<file path="config.mk">
export PLATFORM = sky130hd
export DESIGN_NAME = binary_to_decimal_ascii
export DESIGN_NICKNAME = d
export VERILOG_FILES = /design/src/rtl/b2da_pkg.sv /design/src/rtl/binary_to_decimal_ascii.sv
export VERILOG_INCLUDE_DIRS = /design/src /design/src/rtl
export SDC_FILE = /design/constraint.sdc
export NUM_CORES = 1
export LEC_CHECK = 0
export BUFFER_PORTS_ARGS = -buffer_cell sky130_fd_sc_hd__buf_2
export CAP_MARGIN = 20
export CORE_MARGIN = 2
export CORE_UTILIZATION = 50
export DETAILED_ROUTE_END_ITERATION = 10
export PLACE_DENSITY_LB_ADDON = 0.2
export SKIP_CTS_REPAIR_TIMING = 1
export SLEW_MARGIN = 10
export SYNTH_ARGS = -nofsm -noshare
export SYNTH_HDL_FRONTEND = slang
export SYNTH_SLANG_ARGS = --single-unit
</file>
<file path="constraint.sdc">
create_clock -name aclk -period 11.91 [get_ports aclk]
set_input_delay 2.382 -clock aclk [delete_from_list [all_inputs] [get_ports aclk]]
set_output_delay 2.382 -clock aclk [all_outputs]
set_load 0.02 [all_outputs]
</file>
<file path="src/rtl/binary_to_decimal_ascii_macros.svh">
// Assertion macros for the binary to decimal ASCII renderer
`ifndef BINARY_TO_DECIMAL_ASCII_MACROS_SVH
`define BINARY_TO_DECIMAL_ASCII_MACROS_SVH

// same-cycle implication, checked outside reset
`define B2DA_ASSERT_NOW(label, ante, cons, msg) \
    label: assert property (@(posedge aclk) disable iff (!aresetn) \
        (ante) |-> (cons)) else $error(msg);

// next-cycle implication, checked outside reset
`define B2DA_ASSERT_NEXT(label, ante, cons, msg) \
    label: assert property (@(posedge aclk) disable iff (!aresetn) \
        (ante) |=> (cons)) else $error(msg);

`endif

</file>
<file path="src/rtl/b2da_pkg.sv">
// Constants and digit adjust function for the binary to decimal ASCII renderer
`default_nettype none

package b2da_pkg;

    localparam int VALUE_W    = 32;
    localparam int DIGIT_W    = 4;
    localparam int NUM_DIGITS = 10;
    localparam int BCD_W      = DIGIT_W * NUM_DIGITS;
    localparam int CHAR_W     = 6;
    localparam int CNT_W      = $clog2(VALUE_W);
    localparam int DIG_CNT_W  = $clog2(NUM_DIGITS + 1);

    localparam logic [CHAR_W-1:0]  ASCII_ZERO = CHAR_W'(48);
    localparam logic [DIGIT_W-1:0] ADJ_LIMIT  = DIGIT_W'(5);
    localparam logic [DIGIT_W-1:0] ADJ_ADD    = DIGIT_W'(3);

    typedef logic [BCD_W-1:0] bcd_t;

    function automatic logic [DIGIT_W-1:0] dabble_adj(input logic [DIGIT_W-1:0] d);
        logic [DIGIT_W-1:0] r;
        r = (d >= ADJ_LIMIT) ? d + ADJ_ADD : d;
        return r;
    endfunction

endpackage

`default_nettype wire

</file>
<file path="src/rtl/binary_to_decimal_ascii.sv">
// Binary to decimal ASCII renderer: shift-and-add-3 conversion, then digit emission
//
//   channel | ports                             | direction
//   --------+-----------------------------------+----------
//   input   | s_valid s_ready s_value[31:0]     | in
//   result  | m_valid m_ready m_digit_char[5:0] | out
//           | m_last_digit                      |
//
// One item goes through conversion in a ten-digit add-3/shift unit, then
// leading zeros are skipped and digits are emitted, one digit per cycle when
// m_ready is high.
// s_ready is high only while idle; a stall on m_ready holds the current digit.
// aresetn is synchronous and active low and returns the block to idle.
`default_nettype none

module binary_to_decimal_ascii (
    input  wire logic                          aclk,
    input  wire logic                          aresetn,
    input  wire logic                          s_valid,
    output logic                               s_ready,
    input  wire logic [b2da_pkg::VALUE_W-1:0]  s_value,
    output logic                               m_valid,
    input  wire logic                          m_ready,
    output logic [b2da_pkg::CHAR_W-1:0]        m_digit_char,
    output logic                               m_last_digit
);

    localparam logic [1:0] ST_IDLE = 2'd0;
    localparam logic [1:0] ST_CONV = 2'd1;
    localparam logic [1:0] ST_SKIP = 2'd2;
    localparam logic [1:0] ST_EMIT = 2'd3;

    localparam int DW = b2da_pkg::DIGIT_W;
    localparam int BW = b2da_pkg::BCD_W;

    logic [1:0]                         state_reg, state_next;
    logic [b2da_pkg::CNT_W-1:0]         cnt_reg, cnt_next;
    logic [b2da_pkg::DIG_CNT_W-1:0]     dig_reg, dig_next;
    logic [b2da_pkg::VALUE_W-1:0]       bin_reg, bin_next;
    b2da_pkg::bcd_t                     bcd_reg, bcd_next;
    b2da_pkg::bcd_t                     adj;
    logic [DW-1:0]                      top_digit;
    logic                               s_fire, m_fire;

    assign top_digit    = bcd_reg[BW-1 -: DW];
    assign s_ready      = (state_reg == ST_IDLE);
    assign m_valid      = (state_reg == ST_EMIT);
    assign m_digit_char = b2da_pkg::ASCII_ZERO + {{(b2da_pkg::CHAR_W-DW){1'b0}}, top_digit};
    assign m_last_digit = (dig_reg == b2da_pkg::DIG_CNT_W'(1));
    assign s_fire       = s_valid && s_ready;
    assign m_fire       = m_valid && m_ready;

    always_comb begin
        for (int i = 0; i < b2da_pkg::NUM_DIGITS; i++) begin
            adj[i*DW +: DW] = b2da_pkg::dabble_adj(bcd_reg[i*DW +: DW]);
        end
    end

    always_comb begin
        state_next = state_reg;
        cnt_next   = cnt_reg;
        dig_next   = dig_reg;
        bin_next   = bin_reg;
        bcd_next   = bcd_reg;
        unique case (state_reg)
            ST_IDLE: begin
                if (s_fire) begin
                    bin_next   = s_value;
                    bcd_next   = '0;
                    cnt_next   = b2da_pkg::CNT_W'(b2da_pkg::VALUE_W - 1);
                    dig_next   = b2da_pkg::DIG_CNT_W'(b2da_pkg::NUM_DIGITS);
                    state_next = ST_CONV;
                end
            end
            ST_CONV: begin
                bcd_next = {adj[BW-2:0], bin_reg[b2da_pkg::VALUE_W-1]};
                bin_next = {bin_reg[b2da_pkg::VALUE_W-2:0], 1'b0};
                cnt_next = cnt_reg - b2da_pkg::CNT_W'(1);
                if (cnt_reg == '0) begin
                    state_next = ST_SKIP;
                end
            end
            ST_SKIP: begin
                if ((top_digit == '0) && !m_last_digit) begin
                    bcd_next = {bcd_reg[BW-DW-1:0], {DW{1'b0}}};
                    dig_next = dig_reg - b2da_pkg::DIG_CNT_W'(1);
                end else begin
                    state_next = ST_EMIT;
                end
            end
            ST_EMIT: begin
                if (m_fire) begin
                    if (m_last_digit) begin
                        state_next = ST_IDLE;
                    end else begin
                        bcd_next = {bcd_reg[BW-DW-1:0], {DW{1'b0}}};
                        dig_next = dig_reg - b2da_pkg::DIG_CNT_W'(1);
                    end
                end
            end
            default: begin
                state_next = ST_IDLE;
            end
        endcase
    end

    always_ff @(posedge aclk) begin
        if (!aresetn) begin
            state_reg <= ST_IDLE;
            cnt_reg   <= '0;
            dig_reg   <= '0;
        end else begin
            state_reg <= state_next;
            cnt_reg   <= cnt_next;
            dig_reg   <= dig_next;
        end
    end

    always_ff @(posedge aclk) begin
        bin_reg <= bin_next;
        bcd_reg <= bcd_next;
    end

`include "binary_to_decimal_ascii_macros.svh"

    `B2DA_ASSERT_NOW(a_one_side, 1'b1, !(s_ready && m_valid), "ready while emitting")
    `B2DA_ASSERT_NEXT(a_busy_after_accept, s_fire, !s_ready && !m_valid, "item not held busy")
    `B2DA_ASSERT_NEXT(a_idle_after_last, m_fire && m_last_digit, s_ready && !m_valid,
        "no return to idle after last digit")
    `B2DA_ASSERT_NOW(a_digit_range, m_valid, top_digit <= 4'd9, "digit out of decimal range")

endmodule

`default_nettype wire
</file>
Word-level counts from Yosys, hierarchy flattened

Index checks and enable logic that the tools add are counted.

$add $sub $neg: 13
$lt $le $gt $ge: 10
Equal/unequal tests: 11
Mux-type cells: 30
Reduce and logical (&&, ||, !) cells: 13

Operators with widths:

| cell                                                                                | number |
|---|---|
| 40-bit 2-to-1 mux                                                                   | 4 |
| 40-bit case mux with 4 select lines                                                 | 1 |
| 32-bit case mux with 2 select lines                                                 | 1 |
| 4-bit 2-to-1 mux                                                                    | 13 |
| 4-bit by 3-bit greater-or-equal comparator with 1-bit output, second input constant | 10 |
| 4-bit by 2-bit adder with 4-bit output, second input constant                       | 9 |
| 32-bit 2-to-1 mux                                                                   | 1 |
| 4-bit case mux with 3 select lines                                                  | 1 |
| 2-bit 2-to-1 mux                                                                    | 5 |
| 5-bit case mux with 2 select lines                                                  | 1 |
| 5-bit AND reduction                                                                 | 2 |
| 2-bit inequality test, second input constant                                        | 4 |
| 2-bit case mux with 4 select lines                                                  | 1 |
| 5-bit by 5-bit adder with 6-bit output, first input constant                        | 1 |
| 2-bit by 1-bit inequality test with 1-bit output, second input constant             | 3 |
| 5-bit zero test                                                                     | 1 |
| 5-bit 2-to-1 mux                                                                    | 1 |
| 5-bit by 1-bit subtractor with 5-bit output, second input constant                  | 1 |
| 2-bit equality test, second input constant                                          | 2 |
| 4-bit by 1-bit equality test with 1-bit output, second input constant               | 1 |
| 4-bit zero test                                                                     | 1 |
| 4-bit AND reduction                                                                 | 1 |
| 4-bit by 1-bit subtractor with 4-bit output, second input constant                  | 1 |
| 3-bit by 2-bit adder with 3-bit output, second input constant                       | 1 |
| other kinds (8)                                                                     | 10 |

Register bits after elaboration: 83
Input port bits: 36
Logic and storage cells: 82

Longest topological paths before layout

Depth after elaboration: 5
Depth in mapped cells: 8
Mapped depth without buffers: 7

Worst setup path before layout

Ideal clock, no wire load.

Path type: input port to flip-flop
Start: input port m_ready
End: register bcd_reg[0], enable pin
Library setup time: 652 ps
Arrival: 8,801 ps
Path slack: 2,456 ps
Stages on the path: 2
Buffers on the path: 0
Cells stage by stage: nor2b_1 > a2111oi_0

Longest elaborated chain between the ends: 3

RTL lines:

| what                                                       | line                           | RTL |
|---|---|---|
| start: declaration                                         | binary_to_decimal_ascii.sv:23  | `input wire logic m_ready,` |
| 1-bit logical AND                                          | binary_to_decimal_ascii.sv:51  | `assign m_fire = m_valid && m_ready;` |
| 2-bit by 1-bit inequality test with 1-bit output (no line) | --                             |  |
| 4-bit AND reduction (no line)                              | --                             |  |
| end signal: assignment                                     | binary_to_decimal_ascii.sv:121 | `bcd_reg <= bcd_next;` |
| end: declaration                                           | binary_to_decimal_ascii.sv:40  | `b2da_pkg::bcd_t bcd_reg, bcd_next;` |

No other way between the ends.
A chain may end at the register's enable or synchronous reset.

Worst setup path after layout

Start: register dig_reg[0] (netlist name)
End: output port m_last_digit

Longest elaborated chain between the ends: 1

RTL lines:

| what                                           | line                           | RTL |
|---|---|---|
| start: declaration                             | binary_to_decimal_ascii.sv:38  | `logic [b2da_pkg::DIG_CNT_W-1:0] dig_reg, dig_next;` |
| start signal: assignment                       | binary_to_decimal_ascii.sv:115 | `dig_reg <= dig_next;` |
| 4-bit by 1-bit equality test with 1-bit output | binary_to_decimal_ascii.sv:49  | `assign m_last_digit = (dig_reg == b2da_pkg::DIG_CNT_W'(1));` |
| end: declaration                               | binary_to_decimal_ascii.sv:25  | `output logic m_last_digit` |

No other way between the ends.

==> metrics list <==
- The repair_antennas step left the layout with diodes totalling 0.
- Gate Count Post-Synth: 407
- Critical-path cell list: ha_1 -> or3b_4 -> inv_4 -> buf_2
- Vias in the first global route: 2,874
- Sink Count: 83
- Among all flip-flop cells after synthesis, the most frequent one is sky130_fd_sc_hd__edfxtp_1.
- Detail Placement HPWL: 5630 um
- After synthesis, the share of cell area in mux cells is 10.0%.
* Global-route wire length before repair: 13,300 um
- The longest clock path from root to sink contains 2 buffers.
* Global placement routability congestion: 0.798
- Num rows: 35
- The number of clock buffers added by TritonCTS is 9.
- For this run, the slowest stage of the critical path takes 410 ps.
- TritonRoute pass-1 iters: 4
- Worst slew margin: 32.1%
- Placeable core region: 9150 um2
* Transition time of the tightest slew-check pin: 1010 ps
- Worst ir drop on vdd: 0.000293 V
- Xor/xnor share of the synthesized area: 2.43%
- Endpoints failing hold: 0
* Post-Synth Adder-Cell Area: 7.74%
- Worst Path Max Fanout: 5
* Kind of critical path: reg -> out
- In the global route stage, overall resource usage came out at 16.7%.
- After detailed routing, the total wire length is 8220 um.
- Detailed-routed wire length on met3: 285 um
* Top Family by Delay on Critical Path: simple AND/OR/NAND/NOR gates
- In the final layout, the share of cells above drive strength 1 is 25.9%.
* Endpoint required time on the critical path: 9530 ps
- Initial antenna violation count: 0
- Summing the areas of all compound-gate instances in the mapped netlist gives 13.9% of the synthesized area.
- After the last flow step, the layout net total stands at 508.
- Once placement completed, the tool counted placed cells totaling 543.
- In this run the vertical extent of the chip is 101 um.
- Simple-Gate Fraction of Synth Area: 9.88%
* Period Utilization, post-route: 33.0%
- The smallest clock period supported by the final layout is computed as 3930 ps.
- After detailed routing, the met2 layer carries 3980 um of wire.
- DRC marker count from the first detailed-route iteration: 115
- Effective utilization at floorplan: 51.2%
* Area growth, synth to finish: 9.77%
* Count of antenna-violating nets left after detailed routing: 0
- Vias per cell: 5.54
- Number of top-level pins: 45
* Mean post-synth cell area: 11.5 um2
- STA puts the critical path data arrival time at 1550 ps.
- Summed over all failing endpoints, the final setup total negative slack is 0 ps.
* Final-layout fill cell count: 795
* Max-cap violations: 0
- Total setup violations reported at the end of the flow: 0
- The clock reaches the later pin of the worst-skew pair after 350 ps.
- Between clock sinks in the finished design, the worst skew comes to 15.5 ps.
- In this run the clock root is driven by a sky130_fd_sc_hd__clkbuf_8.
- Die extent in x: 101 um
- The clock tree synthesis step divided the H-tree into 3 levels.
- Highest routing layer actually used: met4
* Cell Area, Synth: 4690 um2
* Wire length per cell after detailed routing: 14.7 um
- The share of the Yosys chip area taken by registers is 50.8%.
* Unrepaired setup endpoints after global routing: no
* Flip-flop count of the largest register, all copies and words added: 40
- The die covers 10,200 um2.
- For this design the ratio of total power to cell area is 270 nW/um2.
- Entering global routing, the biggest net connects 43 pins.
* Worst setup SP type: flip-flop
- TritonCTS clock tree: built
- Largest family of logic cells by synthesized area: compound AO/OA/AOI/OAI gates
* Combined buffer and inverter count along the critical path: 2
- Count of flip-flops with a built-in enable after synthesis: 72
- Routed vias: 3,096
* DRC violation count after routing: 0
- The detailed router put a total of 3880 um of wire on met1.
- Classification of the worst-slack hold path: reg -> reg
- Clock-pin slew was measured on the worst setup and hold paths at 90 ps.
- Counting distinct cell types in the post-synthesis netlist gives 49.
- Yosys reg bits: 83
- Leakage power of the design: 0.00193 uW
- The run finished with clean final reports.
- The final number of max-transition violations came to 0.
- Static timing analysis puts the maximum clock frequency at 254 MHz.
- Async set-or-reset flop fraction in the synthesized netlist: 0%
- Number of I/O port buffers: 42
- Ys Warns: 0
- Number of standard cells in the final layout excluding fillers: 559
- For this run the aggregate overflow at the end of global routing stands at 0.
- The largest individual stage delay along the critical path comes from the cell sky130_fd_sc_hd__or3b_4.
- The worst setup path is captured at a primary output.
## layout make-up
class	count	area, um2	area share, %
clock inverter	7	58.8	1.14
tap	111	139	2.70
clock buffer	9	124	2.41
inverter	34	130	2.53
timing repair buffer	45	233	4.52
multi-input combinational	270	2080	40.4
sequential	83	2380	46.3
## Yosys cell counts, types with 2 or more instances
cell,number,area (um2)
sky130_fd_sc_hd__a211oi_1,2,15.0
sky130_fd_sc_hd__a21oi_1,25,125
sky130_fd_sc_hd__a22o_1,3,26.3
sky130_fd_sc_hd__a31o_2,3,26.3
sky130_fd_sc_hd__buf_2,5,25.0
sky130_fd_sc_hd__buf_4,7,52.6
sky130_fd_sc_hd__clkbuf_1,8,30.0
sky130_fd_sc_hd__dfxtp_1,11,220
sky130_fd_sc_hd__edfxtp_1,72,2160
sky130_fd_sc_hd__ha_1,29,363
sky130_fd_sc_hd__inv_1,33,124
sky130_fd_sc_hd__mux2_2,40,450
sky130_fd_sc_hd__mux2i_1,2,20.0
sky130_fd_sc_hd__nand2_1,27,101
sky130_fd_sc_hd__nand2b_1,12,75.1
sky130_fd_sc_hd__nand3_1,5,25.0
sky130_fd_sc_hd__nor2_1,12,45.0
sky130_fd_sc_hd__nor2b_1,3,18.8
sky130_fd_sc_hd__nor3_1,2,10.0
sky130_fd_sc_hd__nor3b_1,11,82.6
sky130_fd_sc_hd__o211a_1,2,20.0
sky130_fd_sc_hd__o21ai_0,29,145
sky130_fd_sc_hd__o22ai_1,16,100
sky130_fd_sc_hd__o31a_1,2,17.5
sky130_fd_sc_hd__o31ai_1,3,22.5
sky130_fd_sc_hd__o32ai_1,4,35.0
sky130_fd_sc_hd__o41a_1,2,22.5
sky130_fd_sc_hd__o41ai_1,3,26.3
sky130_fd_sc_hd__or2_2,3,18.8
sky130_fd_sc_hd__xnor2_1,11,96.3
sky130_fd_sc_hd__xor2_1,2,17.5
## final timing paths
path | start | endpoint | slack (ps) | cells past startpoint
max | dig_reg[0] | m_last_digit | 7980 | 4
min | state_reg[1] | state_reg[1] | 510 | 2
max reg2reg | state_reg[1] | bcd_reg[16] | 8910 | 6
min reg2reg | state_reg[1] | state_reg[1] | 510 | 2
## cell families after synthesis
| family | count (synthesis) |
|---|---|
| DFF | 83 |
| and+or+nand+nor | 84 |
| muxes | 42 |
| buffers and inverters | 55 |
| other | 1 |
| xor gates and xnor gates | 13 |
| AOI/OAI and AO/OA | 100 |
| adders and majority gates | 29 |
## placed cells by master, fill, tap and decap left out, drive strengths merged, types with 3 or more instances in the layout
cell type	Yosys	layout
mux2	40	40
a21oi	25	25
nand3	5	5
xnor2	11	11
o22ai	16	16
a22o	3	3
o41ai	3	3
ha	29	29
nor2	12	12
inv	34	38
nand2	28	28
buf	13	45
a31o	3	3
o32ai	4	4
or2	3	3
nand2b	12	12
clkbuf	8	9
dfxtp	11	11
edfxtp	72	72
o21ai	29	29
nor2b	3	3
nor3b	11	11
o31ai	3	3
## where the power goes
part / switching, uW / total, uW / leakage (uW) / internal (uW)
clock: 112 / 191 / 0.0000925 / 79.5
combinational: 341 / 594 / 0.00101 / 254
sequential: 89.6 / 605 / 0.000830 / 515
total: 542 / 1390 / 0.00193 / 848
## per-stage QoR
| step | power (uW) | util, % | hold WS, ps | cell area (um2) | setup WS [ps] |
|---|---|---|---|---|---|
| floorplan | 1090 | - | 471 | 4690 | 2460 |
| global placement | 1190 | 54.2 | 480 | 4960 | 8090 |
| detailed placement | 1210 | 54.2 | 503 | 4960 | 8080 |
| CTS | 1400 | 56.2 | 513 | 5140 | 7940 |
| global route | 1500 | 56.2 | 543 | 5140 | 7890 |
| finish | 1390 | 56.2 | 515 | 5140 | 7980 |
## routing by layer
metal | track usage, % | up-vias
met5 | 0 | -
met1 | 22.3 | 1480
met3 | 4.09 | 5
met4 | 5.06 | 0
met2 | 26.8 | 50
li1 | - | 1561
## worst min-delay path: cells and delay by family, from the launching register on
family | cells | cell delay (ps)
DFF | 1 | 340
muxes | 1 | 60
and+or+nand+nor | 1 | 60
Power figures use the tool's default switching activity.
